--- config.mk ---
export PLATFORM = sky130hd
export DESIGN_NAME = rtc_three_wire_serial_master
export DESIGN_NICKNAME = d
export VERILOG_FILES = /design/src/rtl/rtc3w_pkg.sv /design/src/rtl/rtc_three_wire_serial_master.sv
export SDC_FILE = /design/constraint.sdc
export NUM_CORES = 1
export LEC_CHECK = 0
export BUFFER_PORTS_ARGS = -buffer_cell sky130_fd_sc_hd__buf_2
export CAP_MARGIN = 5
export CORE_MARGIN = 3
export CORE_UTILIZATION = 55
export DETAILED_ROUTE_END_ITERATION = 7
export PLACE_DENSITY = 0.85
export SKIP_LAST_GASP = 1
export SYNTH_ARGS = -nofsm -noshare
export SYNTH_HDL_FRONTEND = slang
export SYNTH_SLANG_ARGS = --single-unit
export TNS_END_PERCENT = 5
--- constraint.sdc ---
create_clock -name clk -period 7.8 [get_ports clk]
set_input_delay 1.17 -clock clk [delete_from_list [all_inputs] [get_ports clk]]
set_output_delay 1.17 -clock clk [all_outputs]
set_load 0.01 [all_outputs]
--- src/rtl/rtc3w_pkg.sv ---
`default_nettype none

package rtc3w_pkg;

    localparam int BurstBytesDefault = 8;
    localparam logic [7:0] RamThresholdReset = 8'd192;

    typedef enum logic [1:0] {
        PH_IDLE,
        PH_CMD,
        PH_WRITE,
        PH_READ
    } phase_t;

    typedef enum logic [1:0] {
        OP_WRITE,
        OP_READ,
        OP_BURST
    } op_t;

    typedef struct packed {
        logic       start_req;
        logic [1:0] op;
        logic [7:0] address;
        logic [7:0] write_value;
        logic       io_in;
    } req_t;

    typedef struct packed {
        logic       chip_enable;
        logic       serial_clock;
        logic       io_out;
        logic       io_drive;
        logic [7:0] read_value;
        logic       read_valid;
        logic       read_last;
        logic       busy_res;
    } rsp_t;

    // divide by ten through the reciprocal 205/2048, exact for 8-bit values
    function automatic logic [7:0] to_bcd(input logic [7:0] v);
        logic [15:0] prod;
        logic [4:0]  q;
        logic [7:0]  r;
        prod = {8'd0, v} * 16'd205;
        q    = prod[15:11];
        r    = v - ({3'd0, q} * 8'd10);
        return {q[3:0], r[3:0]};
    endfunction

    function automatic logic [7:0] from_bcd(input logic [7:0] v);
        logic [7:0] hi;
        hi = {4'd0, v[7:4]};
        return (hi << 3) + (hi << 1) + {4'd0, v[3:0]};
    endfunction

endpackage

`default_nettype wire

--- src/rtl/rtc_three_wire_serial_master.sv ---
// three-wire real-time-clock bus master, one bus tick per request transaction
// req channel: each transaction is one bit-clock tick carrying start_req, op,
//   address, write_value and the sampled io_in level
// rsp channel: one transaction per tick with the pin levels (chip_enable,
//   serial_clock, io_out, io_drive), a completed read byte with read_valid and
//   read_last, and busy_res
// a start on an idle tick runs a byte write, a byte read or a burst read of
//   BURST_BYTES bytes; every bit spans a clock-high and a clock-low tick
// response: the response to a tick is registered and appears in the cycle after its acceptance
// throughput: one tick per cycle while responses are taken, set by the single
//   state update between the state registers and the response register
// cfg_write_en/cfg_write_data load ram_threshold; addresses below it use bcd
// reset: bus idle, threshold 192, response register empty
// when the receiver stalls the response register holds and req_ready drops
//   until the held response is taken
`default_nettype none

module rtc_three_wire_serial_master #(
    parameter int BURST_BYTES = rtc3w_pkg::BurstBytesDefault
) (
    input  wire logic             clk,
    input  wire logic             rst_n,
    input  wire logic             req_valid,
    output logic                  req_ready,
    input  wire rtc3w_pkg::req_t  req,
    output logic                  rsp_valid,
    input  wire logic             rsp_ready,
    output rtc3w_pkg::rsp_t       rsp,
    input  wire logic             cfg_write_en,
    input  wire logic [7:0]       cfg_write_data
);

    localparam int ByteW = (BURST_BYTES > 1) ? $clog2(BURST_BYTES) : 1;
    localparam logic [ByteW-1:0] LastBurst = ByteW'(BURST_BYTES - 1);

    rtc3w_pkg::phase_t phase_reg, phase_next, phase_eff;
    logic [2:0]        bit_index_reg, bit_index_next, bit_cur;
    logic [ByteW-1:0]  byte_index_reg, byte_index_next;
    logic [7:0]        shift_byte_reg, shift_byte_next, shift_eff;
    logic              clock_high_reg, clock_high_next;
    logic [1:0]        operation_reg, operation_next, operation_eff;
    logic              convert_bcd_reg, convert_bcd_next, convert_eff;
    logic [7:0]        pending_value_reg, pending_value_next, pending_eff;
    logic [7:0]        ram_threshold_reg;
    logic              rsp_valid_reg, rsp_valid_next;
    rtc3w_pkg::rsp_t   rsp_reg, rsp_next;

    logic accept;
    logic start_take;
    logic high_tick;
    logic byte_end;
    logic last_byte;

    assign req_ready = !rsp_valid_reg || rsp_ready;
    assign accept    = req_valid && req_ready;
    assign rsp_valid = rsp_valid_reg;
    assign rsp       = rsp_reg;

    // start handling folded into the tick that accepts it
    always_comb
    begin
        start_take = (phase_reg == rtc3w_pkg::PH_IDLE) && req.start_req
                     && (req.op inside {rtc3w_pkg::OP_WRITE, rtc3w_pkg::OP_READ,
                                        rtc3w_pkg::OP_BURST});
        if (start_take)
        begin
            phase_eff     = rtc3w_pkg::PH_CMD;
            operation_eff = req.op;
            convert_eff   = req.address < ram_threshold_reg;
            shift_eff     = (req.op == rtc3w_pkg::OP_WRITE) ? req.address
                                                            : req.address + 8'd1;
            pending_eff   = (req.address < ram_threshold_reg)
                            ? rtc3w_pkg::to_bcd(req.write_value) : req.write_value;
        end
        else
        begin
            phase_eff     = phase_reg;
            operation_eff = operation_reg;
            convert_eff   = convert_bcd_reg;
            shift_eff     = shift_byte_reg;
            pending_eff   = pending_value_reg;
        end
        bit_cur   = start_take ? 3'd0 : bit_index_reg;
        high_tick = start_take || !clock_high_reg;
        byte_end  = !high_tick && (bit_index_reg == 3'd7);
        last_byte = (operation_eff != rtc3w_pkg::OP_BURST) || (byte_index_reg == LastBurst);
    end

    // next state
    always_comb
    begin
        phase_next         = phase_eff;
        bit_index_next     = bit_cur;
        byte_index_next    = start_take ? '0 : byte_index_reg;
        shift_byte_next    = shift_eff;
        clock_high_next    = clock_high_reg;
        operation_next     = operation_eff;
        convert_bcd_next   = convert_eff;
        pending_value_next = pending_eff;
        if (phase_eff != rtc3w_pkg::PH_IDLE)
        begin
            if ((phase_eff == rtc3w_pkg::PH_READ) && high_tick && req.io_in)
            begin
                shift_byte_next = shift_eff | (8'd1 << bit_cur);
            end
            clock_high_next = high_tick;
            if (!high_tick)
            begin
                if (!byte_end)
                begin
                    bit_index_next = bit_index_reg + 3'd1;
                end
                else
                begin
                    bit_index_next = 3'd0;
                    case (phase_eff)
                        rtc3w_pkg::PH_CMD:
                        begin
                            shift_byte_next = 8'd0;
                            phase_next = (operation_eff == rtc3w_pkg::OP_WRITE)
                                         ? rtc3w_pkg::PH_WRITE : rtc3w_pkg::PH_READ;
                        end
                        rtc3w_pkg::PH_WRITE:
                        begin
                            phase_next = rtc3w_pkg::PH_IDLE;
                        end
                        rtc3w_pkg::PH_READ:
                        begin
                            shift_byte_next = 8'd0;
                            if (last_byte)
                            begin
                                byte_index_next = '0;
                                phase_next      = rtc3w_pkg::PH_IDLE;
                            end
                            else
                            begin
                                byte_index_next = byte_index_reg + ByteW'(1);
                            end
                        end
                        default:
                        begin
                            phase_next = rtc3w_pkg::PH_IDLE;
                        end
                    endcase
                end
            end
        end
    end

    // response fields
    always_comb
    begin
        rsp_next = '0;
        if (phase_eff != rtc3w_pkg::PH_IDLE)
        begin
            rsp_next.chip_enable  = 1'b1;
            rsp_next.busy_res     = 1'b1;
            rsp_next.serial_clock = high_tick;
            case (phase_eff)
                rtc3w_pkg::PH_CMD:
                begin
                    rsp_next.io_drive = 1'b1;
                    rsp_next.io_out   = shift_eff[bit_cur];
                end
                rtc3w_pkg::PH_WRITE:
                begin
                    rsp_next.io_drive = 1'b1;
                    rsp_next.io_out   = pending_eff[bit_cur];
                end
                rtc3w_pkg::PH_READ:
                begin
                    if (byte_end)
                    begin
                        rsp_next.read_valid = 1'b1;
                        rsp_next.read_last  = last_byte;
                        rsp_next.read_value = convert_eff ? rtc3w_pkg::from_bcd(shift_eff)
                                                          : shift_eff;
                    end
                end
                default:
                begin
                    rsp_next.io_drive = 1'b0;
                end
            endcase
        end
    end

    always_comb
    begin
        if (accept)
        begin
            rsp_valid_next = 1'b1;
        end
        else if (rsp_ready)
        begin
            rsp_valid_next = 1'b0;
        end
        else
        begin
            rsp_valid_next = rsp_valid_reg;
        end
    end

    always_ff @(posedge clk or negedge rst_n)
    begin
        if (!rst_n)
        begin
            phase_reg         <= rtc3w_pkg::PH_IDLE;
            bit_index_reg     <= 3'd0;
            byte_index_reg    <= '0;
            shift_byte_reg    <= 8'd0;
            clock_high_reg    <= 1'b0;
            operation_reg     <= 2'd0;
            convert_bcd_reg   <= 1'b0;
            pending_value_reg <= 8'd0;
            ram_threshold_reg <= rtc3w_pkg::RamThresholdReset;
            rsp_valid_reg     <= 1'b0;
        end
        else
        begin
            if (accept)
            begin
                phase_reg         <= phase_next;
                bit_index_reg     <= bit_index_next;
                byte_index_reg    <= byte_index_next;
                shift_byte_reg    <= shift_byte_next;
                clock_high_reg    <= clock_high_next;
                operation_reg     <= operation_next;
                convert_bcd_reg   <= convert_bcd_next;
                pending_value_reg <= pending_value_next;
            end
            if (cfg_write_en)
            begin
                ram_threshold_reg <= cfg_write_data;
            end
            rsp_valid_reg <= rsp_valid_next;
        end
    end

    always_ff @(posedge clk)
    begin
        if (accept)
        begin
            rsp_reg <= rsp_next;
        end
    end

endmodule

`default_nettype wire

* Word-level counts from Yosys, hierarchy flattened
Cells that the tools add are included.
** Word-level totals
- Bits in registers :: 52
- Bits of input ports :: 33
- Output and inout port bits :: 17
- Word-level logic and storage cells :: 101
** Cells by class
- Add/sub/neg operators :: 6
- Multipliers :: 2
- Order comparisons :: 2
- Equal/unequal tests :: 8
- Shift operators :: 1
- Muxes and demuxes :: 40
- Bitwise operators :: 1
- Reductions and logical operators :: 23
** Operators by type and width (number)
- 8-bit two-way mux :: 10
- 3-bit two-way mux :: 10
- 10-bit two-way mux :: 2
- 8-bit by 8-bit multiplier with 16-bit output (second input constant) :: 1
- 15-bit two-way mux :: 1
- 2-bit two-way mux :: 6
- 7-bit by 5-bit adder with 8-bit output :: 1
- 8-bit by 1-bit adder with 8-bit output (second input constant) :: 1
- 8-bit by 4-bit adder with 8-bit output :: 1
- 8-bit < comparator :: 1
- 8-bit OR :: 1
- 1-bit by 3-bit left shift with 8-bit output (first input constant) :: 1
- 1-bit two-way mux :: 7
- 3-bit by 1-bit adder with 3-bit output (second input constant) :: 2
- 1-bit binary-select mux with 3-bit select :: 2
- 2-bit equality test (second input constant) :: 3
- 3-bit equality test (second input constant) :: 2
- 1-bit logical AND :: 6
- 2-bit logical NOT :: 3
- 5-bit by 3-bit multiplier with 3-bit output (second input constant) :: 1
- 2-bit by 1-bit equality test with 1-bit output (second input constant) :: 2
- 3-bit by 4-bit < comparator with 1-bit output (second input constant) :: 1
- 2-bit case mux with 2 select lines :: 1
- 2-bit AND reduction :: 2
- other kinds (9) :: 15

* Depth between registers and ports, before layout
- Depth in word-level cells :: 12
- Mapped depth :: 20
- Mapped depth without buffers :: 20

* Worst setup path after synthesis
No wires, ideal clock.
- Kind :: input -> register
- Start point :: in req[2] (netlist name)
- End point :: reg pending_value_reg[3]
- Arrival :: 5.479 ns
- Path slack :: 2.202 ns
- Stages :: 20
- Buffers on the path :: 0
- Cells stage by stage :: ha_1 > xor2_1 > ha_1 > fa_1 > inv_1 > fa_1 > inv_1 > ha_1 > a211oi_1 > nor2_1 > a211o_1 > xor2_1 > ha_1 > fa_1 > xnor2_1 > xor2_1 > nor3_1 > nand3b_1 > o2111a_1 > nand2_1
** On the way
- Word-level cells in the longest chain between the ends :: 5
** RTL lines
- from (decl) :: RTL line rtc_three_wire_serial_master.sv:25 : input wire rtc3w_pkg::req_t req,
- 8-bit by 8-bit multiplier with 16-bit output :: RTL line rtc3w_pkg.sv:45 : prod = {8'd0, v} * 16'd205;
- 5-bit by 3-bit multiplier with 3-bit output :: RTL line rtc3w_pkg.sv:47 : r = v - ({3'd0, q} * 8'd10);
- 4-bit subtractor * :: RTL line rtc3w_pkg.sv:47
- 8-bit two-way mux * :: RTL line rtc_three_wire_serial_master.sv:73 : ? rtc3w_pkg::to_bcd(req.write_value) : req.write_value;
- 8-bit two-way mux * :: RTL line rtc_three_wire_serial_master.sv:65 : if (start_take)
- to (signal assigned) :: RTL line rtc_three_wire_serial_master.sv:230 : pending_value_reg <= pending_value_next;
- to (decl) :: RTL line rtc_three_wire_serial_master.sv:43 : logic [7:0] pending_value_reg, pending_value_next, pending_eff;
Every way passes the cells marked *; elsewhere a longest branch is shown, timed or not.
A chain may end at the register's enable or synchronous reset.

* Final worst setup path
Ends and elaborated chain as after synthesis.

==> impl_metrics.csv <==
group,metric,value,unit
critical_path,end_kind,"flop",
route,dr_total_vias,3220,
sta,relSlewSlack,21.1,%
floorplan,ioPinCount,50,
logic_synthesis,synth-xor-area-share,4.61,%
power,power_density,257,nW/um2
clocking,cts-htree-levels,2,
placed_design,dp.cells,565,
route,wl_per_cell,14.7,um
sta,rsz0062_at_grt,"no",
clocking,clk_latency,310,ps
logic_synthesis,synth.mux.area_fraction,5.36,%
sta,fmax,171,MHz
floorplan,num_rows,31,
clocking,ctsHoldBuffers,0,
route,drt_wl_total,8420,um
global_routing,grt_pass1_vias,3266,
clocking,clock_sinks,51,
sta,finClkSkew,13.7,ps
sta,holdWs,485,ps
sta,setup_tns,0,ps
power,p_leak,0.00224,uW
logic_synthesis,synth_area,4180,um2
critical_path,path_common_cell,"ha_1",
route,antenna_left,0,
logic_synthesis,synth_seq_area_share,32.3,%
logic_synthesis,synth_compound_area_share,14.5,%
placed_design,place_area,4480,um2
sta,finalSetupViolations,0,
clocking,cts-root-buf,"clkbuf_8",
worst_hold_path,hold_class,"flop to flop",
logic_synthesis,synth_top_area_share,21.0,%
global_routing,antenna_found_initial,0,
global_routing,grt_pass1_wl,14800,um
floorplan,die_x,93.2,um
logic_synthesis,yosysTopAreaCell,"dfrtp_1",
sta,min_period_over_period,75.1,%
critical_path,critPathArrivalTime,6050,ps
worst_hold_path,min_delay_path_depth,2,
route,drtIter0Drc,191,
logic_synthesis,synth_top_family_by_area,"adder cells",
sta,slew_violations,0,
floorplan,dieArea,8680,um2
logic_synthesis,synth-simple-area-share,12.8,%
critical_path,path_cells,"buf_2 -> ha_1 -> xor2_1 -> ha_1 -> fa_1 -> inv_1 -> fa_1 -> inv_1 -> ha_1 -> a211oi_1 -> nor2_1 -> a211o_1 -> xor2_1 -> ha_1 -> fa_1 -> xnor2_1 -> xor2_1 -> nor3_1 -> nand3b_1 -> o2111a_1 -> nand2_1",
finish,area_growth,9.13,%
logic_synthesis,synth_edf_count,14,
clocking,cts.clk_slew.worst_paths,90,ps
floorplan,initial_utilization,57.0,%
finish,final_cell_area,4560,um2
logic_synthesis,yosysWarnings,0,
floorplan,coreArea,7330,um2
clocking,cts_setup_buffers,0,
critical_path,crit_path_max_incr_delay,540,ps
floorplan,die_h,93.2,um
logic_synthesis,ys.flop_type,"dfrtp_1",
logic_synthesis,synth.distinct_cells,57,
clocking,cts_tree,"done",
status,status,"completed",
finish,layout-drive-gt1-share,15.4,%
finish,diodes,0,
route,drc,0,
placed_design,dp_hpwl,6810,um
placed_design,numPortBuffers,49,
critical_path,critPathRequiredTime,7990,ps
clocking,numCtsBuffers,5,
critical_path,crit_path_max_fanout,5,
clocking,cts_buffer_depth,2,
power,ir_drop,101,uV
global_routing,grt_overflow,0,
flow_run,max-cap-violations,0,
finish,final_core_util,62.2,%
global_routing,grt_util_all_layers,21.1,%
finish,nets,579,
logic_synthesis,ys_ff_latch,51,
clocking,cts_resized,0,
finish,largest_reg_flops,14,
critical_path,start_kind,"input port",
critical_path,crit_type,"input port to flop",
sta,worstMarginPinSlew,1180,ps
sta,final_hold_viol_count,0,
logic_synthesis,synth_area_per_cell,9.72,um2
logic_synthesis,syn-instance-count,430,
sta,fin_crit,5860,ps
logic_synthesis,synth-async-reset-ratio,72.5,%
finish,post_layout_nonfiller_instances,573,
critical_path,cpMaxStageDelayCell,"fa_1",
route,via_per_inst,5.62,
placed_design,globalplace.congestion,0.843,
logic_synthesis,synthTopCellsByArea,"dfrtp_1, ha_1, edfxtp_1",
logic_synthesis,syn_nets,536,
critical_path,reg2regPathDepth,12,
logic_synthesis,synth_fa_ha_area_share,24.2,%
global_routing,grt_max_degree,38,
route,drt-pass1-iter-count,4,
report_power, final:
group          internal [uW]  switching, uW  total [uW]
clock network           63.4           86.6         150
logic                    265            335         599
registers                347           76.3         424
area by class of cell:
| cell class | count | area (um2) |
|---|---|---|
| Sequential cell | 51 | 1350 |
| Clock buffer | 6 | 72.6 |
| Inverter | 51 | 191 |
| Fill cell | 609 | 2770 |
| Timing Repair Buffer | 49 | 245 |
| Clock inverter | 2 | 13.8 |
| Tap cell | 99 | 124 |
| Multi-Input combinational cell | 315 | 2570 |
cell usage after synthesis, drive strengths merged, types with 2 or more instances:
| cell | count |
|---|---|
| ha | 60 |
| inv | 50 |
| nand2 | 44 |
| o21ai | 39 |
| dfrtp | 35 |
| nor2 | 22 |
| a21oi | 21 |
| xnor2 | 16 |
| edfxtp | 14 |
| fa | 13 |
| a21o | 10 |
| mux2i | 10 |
| nand3 | 10 |
| clkbuf | 7 |
| buf | 6 |
| xor2 | 6 |
| a211oi | 5 |
| mux2 | 5 |
| nand2b | 5 |
| nand4 | 5 |
| nor3 | 4 |
| a31oi | 3 |
| a41oi | 3 |
| and2 | 3 |
| mux4 | 3 |
| o31ai | 3 |
| a22o | 2 |
| dfstp | 2 |
| nand3b | 2 |
| nor3b | 2 |
| nor4 | 2 |
| o2111ai | 2 |
| or3 | 2 |
through the flow:
step | power, uW | setup slack, ps
2_1_floorplan | 883 | 2200
3_3_place_gp | 984 | 1900
3_5_place_dp | 1020 | 1650
4_1_cts | 1180 | 1940
5_1_grt | 1290 | 1760
6_report | 1170 | 1940
cell families (layout without fill, tap and decap cells):
| kind of cell | after synthesis | after routing |
|---|---|---|
| adders and majority gates | 73 | 73 |
| buffers and inverters | 64 | 108 |
| xor gates and xnor gates | 22 | 22 |
| and+or+nand+nor | 106 | 106 |
| muxes | 18 | 18 |
| DFF | 51 | 51 |
| AOI/OAI and AO/OA | 96 | 96 |
layer usage:
metal  track usage [%]  share of wire [%]  vias up
met5                 0                  0        -
li1                  -                  -     1592
met1              27.6                 43     1528
met4              6.47                1.7        0
met3              3.06                5.1       11
met2              36.4                 50       89
critical path: cells and delay by family:
family,cells,cell delay (ps)
AOI/OAI and AO/OA,3,810
xor gates and xnor gates,4,920
and+or+nand+nor,4,300
adders and majority gates,7,2600
buffers and inverters,3,230
cells in the final DEF, fill, tap and decap left out, types with 2 or more instances in the layout:
master     Yosys  layout
inv_1         50      50
nor3_1         4       4
o21ai_0       39      39
o2111ai_1      2       2
ha_1          60      60
a41oi_1        3       3
clkbuf_8       0       5
and2_1         2       2
mux2_1         2       2
a31oi_1        3       3
o31ai_1        3       3
nor2_1        21      21
dfrtp_1       35      35
nand3_1       10      10
nand3b_1       2       2
edfxtp_1      14      14
a211oi_1       5       5
nand4_1        5       5
a21o_1        10      10
dfstp_2        2       2
mux2i_1       10      10
xnor2_1       16      16
nand2_1       43      43
xor2_1         6       6
a22o_1         2       2
a21oi_1       20      20
fa_1          13      13
mux2_2         3       3
nand2b_1       5       5
buf_2          2      49
mux4_2         3       3
worst paths after layout:
| check | startpoint | to | slack [ps] |
|---|---|---|---|
| hold reg to reg | convert_bcd_reg | convert_bcd_reg | 480 |
| hold / removal | convert_bcd_reg | convert_bcd_reg | 480 |
| max in group asynchronous | rst_n | pending_value_reg[1] | 6330 |
| setup / recovery | req[2] | pending_value_reg[3] | 1940 |
| min in group asynchronous | rst_n | shift_byte_reg[3] | 950 |
| setup reg to reg | phase_reg[0] | rsp[9] | 3940 |
Power figures use the tool's default switching activity.
